<file path="config.mk">
export PLATFORM = sky130hd
export DESIGN_NAME = trial_division_prime_divisors_top
export DESIGN_NICKNAME = d
export VERILOG_FILES = /design/src/tdpd_pkg.sv /design/src/tdpd_div.sv /design/src/tdpd_dp.sv /design/src/tdpd_ctrl.sv /design/src/trial_division_prime_divisors_top.sv
export SDC_FILE = /design/constraint.sdc
export NUM_CORES = 1
export LEC_CHECK = 0
export BUFFER_PORTS_ARGS = -buffer_cell sky130_fd_sc_hd__buf_2
export CAP_MARGIN = 0
export CELL_PAD_IN_SITES_DETAIL_PLACEMENT = 0
export CELL_PAD_IN_SITES_GLOBAL_PLACEMENT = 1
export CORE_MARGIN = 5
export CORE_UTILIZATION = 48
export DETAILED_ROUTE_END_ITERATION = 6
export PLACE_DENSITY_LB_ADDON = 0.05
export SKIP_CTS_REPAIR_TIMING = 1
export SYNTH_ARGS = -nofsm -noshare
export SYNTH_HDL_FRONTEND = slang
export SYNTH_SLANG_ARGS = --single-unit
</file>
<file path="constraint.sdc">
create_clock -name i_clk -period 4.3 [get_ports i_clk]
set_input_delay 0.86 -clock i_clk [delete_from_list [all_inputs] [get_ports i_clk]]
set_output_delay 0.86 -clock i_clk [all_outputs]
set_load 0.05 [all_outputs]
</file>
<file path="src/tdpd_pkg.sv">
// Package with shared types and constants for the trial-division prime divisor block.
`timescale 1ns / 1ps

package tdpd_pkg;

    // Width of the number and prime ports.
    localparam int NUM_W       = 32;
    // Widest working width supported, used for explicit extension.
    localparam int MAX_W       = 64;
    // Most primes emitted for one request, and the counter that tracks them.
    localparam int MAX_RESULTS = 9;
    localparam int CNT_W       = 4;

    // Source of a recorded prime.
    localparam logic [1:0] SRC_TWO = 2'd0;
    localparam logic [1:0] SRC_D   = 2'd1;
    localparam logic [1:0] SRC_VAL = 2'd2;

    // Commands from the controller to the datapath.
    typedef struct packed {
        logic       load;
        logic       shift2;
        logic       div_start;
        logic       take_q;
        logic       d_inc;
        logic       rec;
        logic [1:0] src;
        logic       emit_final;
        logic       emit_none;
    } t_cmd;

    // Status from the datapath to the controller.
    typedef struct packed {
        logic val_lt2;
        logic val_even;
        logic div_done;
        logic d_gt_q;
        logic r_zero;
        logic cnt_full;
        logic out_free;
    } t_status;

endpackage

</file>
<file path="src/tdpd_div.sv">
// Restoring divider that produces one quotient bit per cycle.
`timescale 1ns / 1ps

module tdpd_div #(
    parameter int WIDTH = 32
) (
    input  logic             i_clk,
    input  logic             i_rst_n,
    input  logic             i_start,
    input  logic [WIDTH-1:0] i_dividend,
    input  logic [WIDTH-1:0] i_divisor,
    output logic             o_done,
    output logic [WIDTH-1:0] o_quo,
    output logic [WIDTH-1:0] o_rem
);

    localparam int CW = $clog2(WIDTH + 1);

    logic [WIDTH-1:0] r_rem, n_rem;
    logic [WIDTH-1:0] r_quo, n_quo;
    logic [CW-1:0]    r_cnt, n_cnt;
    logic             r_busy, n_busy;
    logic             r_done, n_done;
    logic [WIDTH:0]   trial;
    logic [WIDTH:0]   diff;
    logic             ge;

    assign trial = {r_rem, r_quo[WIDTH-1]};
    assign diff  = trial - {1'b0, i_divisor};
    assign ge    = (trial >= {1'b0, i_divisor});

    always_comb begin
        n_rem  = r_rem;
        n_quo  = r_quo;
        n_cnt  = r_cnt;
        n_busy = r_busy;
        n_done = 1'b0;
        if (i_start) begin
            n_rem  = '0;
            n_quo  = i_dividend;
            n_cnt  = CW'(WIDTH);
            n_busy = 1'b1;
        end else if (r_busy) begin
            // The remainder stays below the divisor, so it fits in WIDTH bits.
            n_rem = ge ? diff[WIDTH-1:0] : trial[WIDTH-1:0];
            n_quo = {r_quo[WIDTH-2:0], ge};
            n_cnt = r_cnt - CW'(1);
            if (r_cnt == CW'(1)) begin
                n_busy = 1'b0;
                n_done = 1'b1;
            end
        end
    end

    always_ff @(posedge i_clk) begin
        if (!i_rst_n) begin
            r_cnt  <= '0;
            r_busy <= 1'b0;
            r_done <= 1'b0;
        end else begin
            r_cnt  <= n_cnt;
            r_busy <= n_busy;
            r_done <= n_done;
        end
        r_rem <= n_rem;
        r_quo <= n_quo;
    end

    assign o_done = r_done;
    assign o_quo  = r_quo;
    assign o_rem  = r_rem;

`ifndef SYNTH
    a_no_restart: assert property (@(posedge i_clk) disable iff (!i_rst_n)
        i_start |-> !r_busy)
        else $error("divider restarted while busy");
    a_done_idle: assert property (@(posedge i_clk) disable iff (!i_rst_n)
        r_done |-> !r_busy && r_cnt == CW'(0))
        else $error("divider done while still iterating");
`endif

endmodule

</file>
<file path="src/tdpd_dp.sv">
// Datapath: working value, trial divisor, pending prime, divider and result register.
`timescale 1ns / 1ps

module tdpd_dp #(
    parameter int WIDTH = 32
) (
    input  logic                      i_clk,
    input  logic                      i_rst_n,
    input  logic [tdpd_pkg::NUM_W-1:0] i_number,
    input  tdpd_pkg::t_cmd            i_cmd,
    output tdpd_pkg::t_status         o_sts,
    input  logic                      i_out_ready,
    output logic [tdpd_pkg::NUM_W-1:0] o_prime,
    output logic                      o_found,
    output logic                      o_last,
    output logic                      o_valid
);

    logic [WIDTH-1:0]                 r_val;
    logic [WIDTH-1:0]                 r_d;
    logic [WIDTH-1:0]                 r_pend;
    logic                             r_has_pend;
    logic [tdpd_pkg::CNT_W-1:0]       r_cnt;
    logic [tdpd_pkg::NUM_W-1:0]       r_prime;
    logic                             r_found;
    logic                             r_last;
    logic                             r_o_valid;

    logic [tdpd_pkg::MAX_W-1:0]       num_ext;
    logic [tdpd_pkg::MAX_W-1:0]       pend_ext;
    logic [WIDTH-1:0]                 src_val;
    logic                             div_done;
    logic [WIDTH-1:0]                 div_q;
    logic [WIDTH-1:0]                 div_r;
    logic                             out_free;

    assign num_ext  = tdpd_pkg::MAX_W'(i_number);
    assign pend_ext = tdpd_pkg::MAX_W'(r_pend);
    assign out_free = !r_o_valid || i_out_ready;

    tdpd_div #(
        .WIDTH (WIDTH)
    ) u_div (
        .i_clk      (i_clk),
        .i_rst_n    (i_rst_n),
        .i_start    (i_cmd.div_start),
        .i_dividend (r_val),
        .i_divisor  (r_d),
        .o_done     (div_done),
        .o_quo      (div_q),
        .o_rem      (div_r)
    );

    always_comb begin
        case (i_cmd.src)
            tdpd_pkg::SRC_TWO: src_val = WIDTH'(2);
            tdpd_pkg::SRC_D:   src_val = r_d;
            default:           src_val = r_val;
        endcase
    end

    always_ff @(posedge i_clk) begin
        if (i_cmd.load) begin
            r_val <= num_ext[WIDTH-1:0];
            r_d   <= WIDTH'(3);
        end else begin
            if (i_cmd.shift2) begin
                r_val <= r_val >> 1;
            end
            if (i_cmd.take_q) begin
                r_val <= div_q;
            end
            if (i_cmd.d_inc) begin
                r_d <= r_d + WIDTH'(2);
            end
        end
        if (i_cmd.rec) begin
            r_pend <= src_val;
        end
    end

    // Result register and the bookkeeping of the held-back prime.
    always_ff @(posedge i_clk) begin
        if (!i_rst_n) begin
            r_o_valid  <= 1'b0;
            r_has_pend <= 1'b0;
            r_cnt      <= '0;
        end else begin
            if (i_cmd.emit_final || i_cmd.emit_none || (i_cmd.rec && r_has_pend)) begin
                r_o_valid <= 1'b1;
            end else if (i_out_ready) begin
                r_o_valid <= 1'b0;
            end
            if (i_cmd.load) begin
                r_has_pend <= 1'b0;
                r_cnt      <= '0;
            end
            if (i_cmd.rec) begin
                r_has_pend <= 1'b1;
                r_cnt      <= r_cnt + tdpd_pkg::CNT_W'(1);
            end
            if (i_cmd.emit_final || i_cmd.emit_none) begin
                r_has_pend <= 1'b0;
            end
        end
        if (i_cmd.rec && r_has_pend) begin
            r_prime <= pend_ext[tdpd_pkg::NUM_W-1:0];
            r_found <= 1'b1;
            r_last  <= 1'b0;
        end
        if (i_cmd.emit_final) begin
            r_prime <= pend_ext[tdpd_pkg::NUM_W-1:0];
            r_found <= 1'b1;
            r_last  <= 1'b1;
        end
        if (i_cmd.emit_none) begin
            r_prime <= '0;
            r_found <= 1'b0;
            r_last  <= 1'b1;
        end
    end

    assign o_sts.val_lt2  = ((r_val >> 1) == '0);
    assign o_sts.val_even = !r_val[0];
    assign o_sts.div_done = div_done;
    assign o_sts.d_gt_q   = (r_d > div_q);
    assign o_sts.r_zero   = (div_r == '0);
    assign o_sts.cnt_full = (r_cnt == tdpd_pkg::CNT_W'(tdpd_pkg::MAX_RESULTS));
    assign o_sts.out_free = out_free;

    assign o_prime = r_prime;
    assign o_found = r_found;
    assign o_last  = r_last;
    assign o_valid = r_o_valid;

endmodule

</file>
<file path="src/tdpd_ctrl.sv">
// Controller state machine that sequences the trial division.
`timescale 1ns / 1ps

module tdpd_ctrl (
    input  logic              i_clk,
    input  logic              i_rst_n,
    input  logic              i_valid,
    output logic              o_ready,
    input  tdpd_pkg::t_status i_sts,
    output tdpd_pkg::t_cmd    o_cmd
);

    localparam logic [3:0] S_IDLE  = 4'd0;
    localparam logic [3:0] S_START = 4'd1;
    localparam logic [3:0] S_REC2  = 4'd2;
    localparam logic [3:0] S_TWO   = 4'd3;
    localparam logic [3:0] S_DIV   = 4'd4;
    localparam logic [3:0] S_DWAIT = 4'd5;
    localparam logic [3:0] S_CHK   = 4'd6;
    localparam logic [3:0] S_RECD  = 4'd7;
    localparam logic [3:0] S_END   = 4'd8;
    localparam logic [3:0] S_RECV  = 4'd9;
    localparam logic [3:0] S_FIN   = 4'd10;
    localparam logic [3:0] S_NONE  = 4'd11;

    logic [3:0] r_state, n_state;
    logic       r_strip, n_strip;

    always_comb begin
        n_state = r_state;
        n_strip = r_strip;
        o_cmd   = '0;
        case (r_state)
            S_IDLE: begin
                if (i_valid) begin
                    o_cmd.load = 1'b1;
                    n_strip    = 1'b0;
                    n_state    = S_START;
                end
            end
            S_START: begin
                if (i_sts.val_lt2) begin
                    n_state = S_NONE;
                end else if (i_sts.val_even) begin
                    n_state = S_REC2;
                end else begin
                    n_state = S_DIV;
                end
            end
            S_REC2: begin
                if (i_sts.out_free) begin
                    o_cmd.rec = 1'b1;
                    o_cmd.src = tdpd_pkg::SRC_TWO;
                    n_state   = S_TWO;
                end
            end
            S_TWO: begin
                if (i_sts.val_even) begin
                    o_cmd.shift2 = 1'b1;
                end else begin
                    n_state = S_DIV;
                end
            end
            S_DIV: begin
                o_cmd.div_start = 1'b1;
                n_state         = S_DWAIT;
            end
            S_DWAIT: begin
                if (i_sts.div_done) begin
                    n_state = S_CHK;
                end
            end
            S_CHK: begin
                if (r_strip) begin
                    if (i_sts.r_zero) begin
                        o_cmd.take_q = 1'b1;
                    end else begin
                        o_cmd.d_inc = 1'b1;
                        n_strip     = 1'b0;
                    end
                    n_state = S_DIV;
                end else if (i_sts.d_gt_q) begin
                    n_state = S_END;
                end else if (i_sts.r_zero) begin
                    o_cmd.take_q = 1'b1;
                    n_strip      = 1'b1;
                    n_state      = i_sts.cnt_full ? S_DIV : S_RECD;
                end else begin
                    o_cmd.d_inc = 1'b1;
                    n_state     = S_DIV;
                end
            end
            S_RECD: begin
                if (i_sts.out_free) begin
                    o_cmd.rec = 1'b1;
                    o_cmd.src = tdpd_pkg::SRC_D;
                    n_state   = S_DIV;
                end
            end
            S_END: begin
                if (!i_sts.val_lt2 && !i_sts.cnt_full) begin
                    n_state = S_RECV;
                end else begin
                    n_state = S_FIN;
                end
            end
            S_RECV: begin
                if (i_sts.out_free) begin
                    o_cmd.rec = 1'b1;
                    o_cmd.src = tdpd_pkg::SRC_VAL;
                    n_state   = S_FIN;
                end
            end
            S_FIN: begin
                if (i_sts.out_free) begin
                    o_cmd.emit_final = 1'b1;
                    n_state          = S_IDLE;
                end
            end
            S_NONE: begin
                if (i_sts.out_free) begin
                    o_cmd.emit_none = 1'b1;
                    n_state         = S_IDLE;
                end
            end
            default: begin
                n_state = S_IDLE;
                n_strip = 1'b0;
            end
        endcase
    end

    always_ff @(posedge i_clk) begin
        if (!i_rst_n) begin
            r_state <= S_IDLE;
            r_strip <= 1'b0;
        end else begin
            r_state <= n_state;
            r_strip <= n_strip;
        end
    end

    assign o_ready = (r_state == S_IDLE);

`ifndef SYNTH
    a_idle_no_strip: assert property (@(posedge i_clk) disable iff (!i_rst_n)
        r_state == S_IDLE |-> !r_strip)
        else $error("divide-out mode left set at end of request");
`endif

endmodule

</file>
<file path="src/trial_division_prime_divisors_top.sv">
// Top level of the trial-division prime divisor block.
`timescale 1ns / 1ps

// Each trial divisor takes a pass of the shared restoring divider, one more for each time
// it is divided out, and the controller checks the quotient and remainder after each
// pass; inputs below two finish without a pass.
// One request is worked at a time; a new one is taken once the final result is in the
// output register, even while that result still waits. Reset is synchronous and active
// low, clears the controller, divider and output valid, and needs no clearing pass.
//
// The controller strips factors of two by shifting, then walks odd divisors d from
// three. Each divider pass gives val / d and val % d: the search ends when d exceeds
// the quotient, and a zero remainder records d and keeps dividing it out. Each prime
// is held back one step so that the last flag can be set on the final result; a value
// above one left at the end is itself prime and comes last. At most nine primes are
// reported for one request.

module trial_division_prime_divisors_top #(
    parameter int WIDTH = 32
) (
    input  logic                      i_clk,
    input  logic                      i_rst_n,
    input  logic                      i_valid,
    output logic                      o_ready,
    input  logic [tdpd_pkg::NUM_W-1:0] i_number,
    output logic                      o_valid,
    input  logic                      i_ready,
    output logic [tdpd_pkg::NUM_W-1:0] o_prime,
    output logic                      o_found,
    output logic                      o_last
);

    tdpd_pkg::t_cmd    cmd;
    tdpd_pkg::t_status sts;

    tdpd_ctrl u_ctrl (
        .i_clk   (i_clk),
        .i_rst_n (i_rst_n),
        .i_valid (i_valid),
        .o_ready (o_ready),
        .i_sts   (sts),
        .o_cmd   (cmd)
    );

    tdpd_dp #(
        .WIDTH (WIDTH)
    ) u_dp (
        .i_clk       (i_clk),
        .i_rst_n     (i_rst_n),
        .i_number    (i_number),
        .i_cmd       (cmd),
        .o_sts       (sts),
        .i_out_ready (i_ready),
        .o_prime     (o_prime),
        .o_found     (o_found),
        .o_last      (o_last),
        .o_valid     (o_valid)
    );

`ifndef SYNTH
    a_none_is_last: assert property (@(posedge i_clk) disable iff (!i_rst_n)
        o_valid && !o_found |-> o_last && o_prime == '0)
        else $error("empty result must be final and carry zero");
    a_found_nonzero: assert property (@(posedge i_clk) disable iff (!i_rst_n)
        o_valid && o_found |-> o_prime[tdpd_pkg::NUM_W-1:1] != '0)
        else $error("reported prime below two");
`endif

endmodule
</file>
==> results.yml <==
status:
  status: "finished, final reports clean"
synthesis:
  ys_ff_latch: 212
  synth.area.top_cells: "edfxtp_1 24%, dfxtp_1 19%, ha_1 7.1%"
  syn_inst: 1298
  synth-edff-count: 96
  async_flop_share_pct: 0
  yosysSeqAreaShare_pct: 43.6
  syn_area_um2: 11900
  synth_top_area_share_pct: 24.2
  yosysWarnings: 0
  synthDistinctLibCells: 65
  yosysMostFrequentCell: "nand2_1"
  synth_largest_area_cell: "edfxtp_1"
  synth_ff_type: "dfxtp_1"
  synth_area_per_cell_um2: 9.19
  synth_top_cells_by_count: "128 x nand2_1, 119 x nor2_1, 116 x dfxtp_1"
  syn_nets: 1403
drt:
  num_vias: 9580
  vias_per_cell: 5.64
  dr.pass1.iters: 5
  antenna_left: 0
  avgRoutedWirePerCell_um: 18.1
  wl_um: 30800
  route.detailed.drc: 0
  drtIter0Drc: 676
die:
  pin_count: 72
  start_util_pct: 48.9
  die_y_um: 168
  dieArea_um2: 28100
  core-area_um2: 24400
  rows: 57
  fp.dieW_um: 168
setup_path:
  critPathRequiredTime_ns: 4.53
  timing.rr.start: "u_dp.r_d[5]"
  start_kind: "flop"
  cpMostUsedCell: "buf_4"
  arrival_ns: 3.81
  path_class: "reg2reg"
  max_stage_delay_ns: 0.47
  worst_setup_path_end_kind: "flop"
  cp_cell_sequence: "ha_1, a21o_1, a21oi_1, nor2b_1, o31ai_1, o211ai_1, o31a_1, nor4_4, buf_4, buf_4, mux2i_1, o21ai_0"
  worst_path_max_delay_cell: "dfxtp_1"
  critical_path.startpoint: "u_dp.r_d[5]"
  path_max_fanout: 26
power:
  p_leak_nw: 5.56
  finalPower_mw: 10.6
  ir_worst_vdd_mv: 0.491
  pwr_density_cell_nw_per_um2: 787
grt:
  antenna_found_initial: 0
  grt_pass1_vias: 8959
  grt_max_degree: 80
  globalRouteOverflowTotal: 0
  grtUsageTotal_pct: 21.3
  grt_pass1_wl_um: 49400
sta:
  slew_headroom_pct: 32.7
  timing.final.crit_period_ns: 3.58
  finalClockSkew_ns: 0.0188
  tns_ns: 0
  final.period_utilization_pct: 83.3
  slew_viol_final: 0
  tightest_slew_ns: 1.01
  rsz0062_at_grt: "no"
  max_freq_ghz: 0.279
  setup_viol: 0
  hold_viol_final: 0
clocking:
  cts_buffers: 25
  root_buffer: "clkbuf_16"
  clock_path_buffers: 3
  cts.sinks: 212
  htreeDepth: 1
  path_clk_slew_ns: 0.06
  clkLatencyLatePin_ns: 0.52
  cts_tree: "yes"
hold_path:
  hold_class: "reg2reg"
  min_from: "u_dp.o_found"
cells_and_area:
  area_delta_synth_final_pct: 13.3
  antenna_cells: 0
  finalNetCount: 1461
  final_cell_area_um2: 13500
  drive_gt1_share_pct: 11.6
placement:
  gp_congestion: 0.859
  dp_hpwl_um: 21900
  dpl-instance-area_um2: 12700
  io_buffers: 71
flow_run:
  maxCapViolCount: 0
## state kept, by name, indices dropped and copies added, names as in the netlist
name and count:
u_dp.o_prime 32, u_dp.r_pend 32, u_dp.r_val 32, u_dp.u_div.o_quo 32
u_dp.u_div.o_rem 32, u_dp.r_d 31, u_dp.u_div.r_cnt 6, u_ctrl.r_state 4
u_dp.r_cnt 4, u_ctrl.r_strip 1, u_dp.o_found 1, u_dp.o_last 1
u_dp.o_valid 1, u_dp.r_has_pend 1, u_dp.u_div.o_done 1, u_dp.u_div.r_busy 1
## layout make-up
class / count / area (um^2)
Fill cell: 2265 / 10900
Multi-Input combinational cell: 939 / 6210
Sequential cell: 212 / 5210
Clock buffer: 33 / 686
Timing Repair Buffer: 96 / 556
Tap cell: 324 / 405
Inverter: 82 / 308
Clock inverter: 12 / 154
## critical path: cells and delay by family, from the launching register on
family | cells | cell delay (ns)
flip-flops | 1 | 0.47
multiplexers | 1 | 0.26
adder cells (fa/ha/maj) | 1 | 0.30
AO/OA/AOI/OAI | 6 | 1.32
AND/OR/NAND/NOR | 2 | 0.24
buffers and inverters | 2 | 0.70
## final timing paths
| kind | to | slack (ns) | depth (start not counted) |
|---|---|---|---|
| hold reg to reg | u_dp.o_found | 0.45 | 2 |
| setup reg to reg | u_dp.r_val[22] | 0.72 | 12 |
| hold / removal | u_dp.o_found | 0.45 | 2 |
| setup / recovery | u_dp.r_val[22] | 0.72 | 12 |
## report_power, final
part / leakage [nW] / internal, mW / total [mW] / switching [mW]
Sequential: 1.85 / 2.99 / 3.57 / 0.586
Combinational: 3.31 / 1.76 / 4.89 / 3.12
Clock: 0.403 / 1.31 / 2.18 / 0.877
## metrics by stage
step           utilization [%]  hold WS, ns  std cells  setup slack (ns)
3_5_place_dp              52.0        0.442       1653             0.716
6_report                  55.4        0.450       1698             0.717
5_1_grt                   55.4        0.492       1698             0.513
4_1_cts                   55.4        0.456       1698             0.679
2_1_floorplan                -        0.453       1298             0.705
3_3_place_gp              52.0        0.433       1653             0.765
## layer usage
metal | track usage (%) | wire length, um
met1 | 31.7 | 15400
met2 | 33.7 | 13600
met3 | 2.10 | 1300
met4 | 4.52 | 493
met5 | 0 | 0
## cell families after synthesis
kind of cell | after synthesis | share of synthesized area [%]
and+or+nand+nor | 399 | 16.0
adders and majority gates | 69 | 7.30
muxes | 85 | 7.14
DFF | 212 | 43.6
xor gates and xnor gates | 42 | 3.08
buffers and inverters | 147 | 4.75
AOI/OAI and AO/OA | 344 | 18.2
## layout by cell type, fill, tap and decap left out, drive strengths merged, types with 7 or more instances in the layout
master,n
a21o,30
dfxtp,116
buf,96
nand4,26
nor2b,9
nor2,120
or3,7
clkbuf,33
o21ai,110
and2,8
nand2,128
nor4,30
nand3,18
edfxtp,96
xnor2,29
a211oi,19
xor2,13
inv,84
a21oi,89
a22o,31
mux2i,84
ha,68
nor3,19
o21a,7
and3,9
No activity file was read; power rests on OpenSTA's default activity.
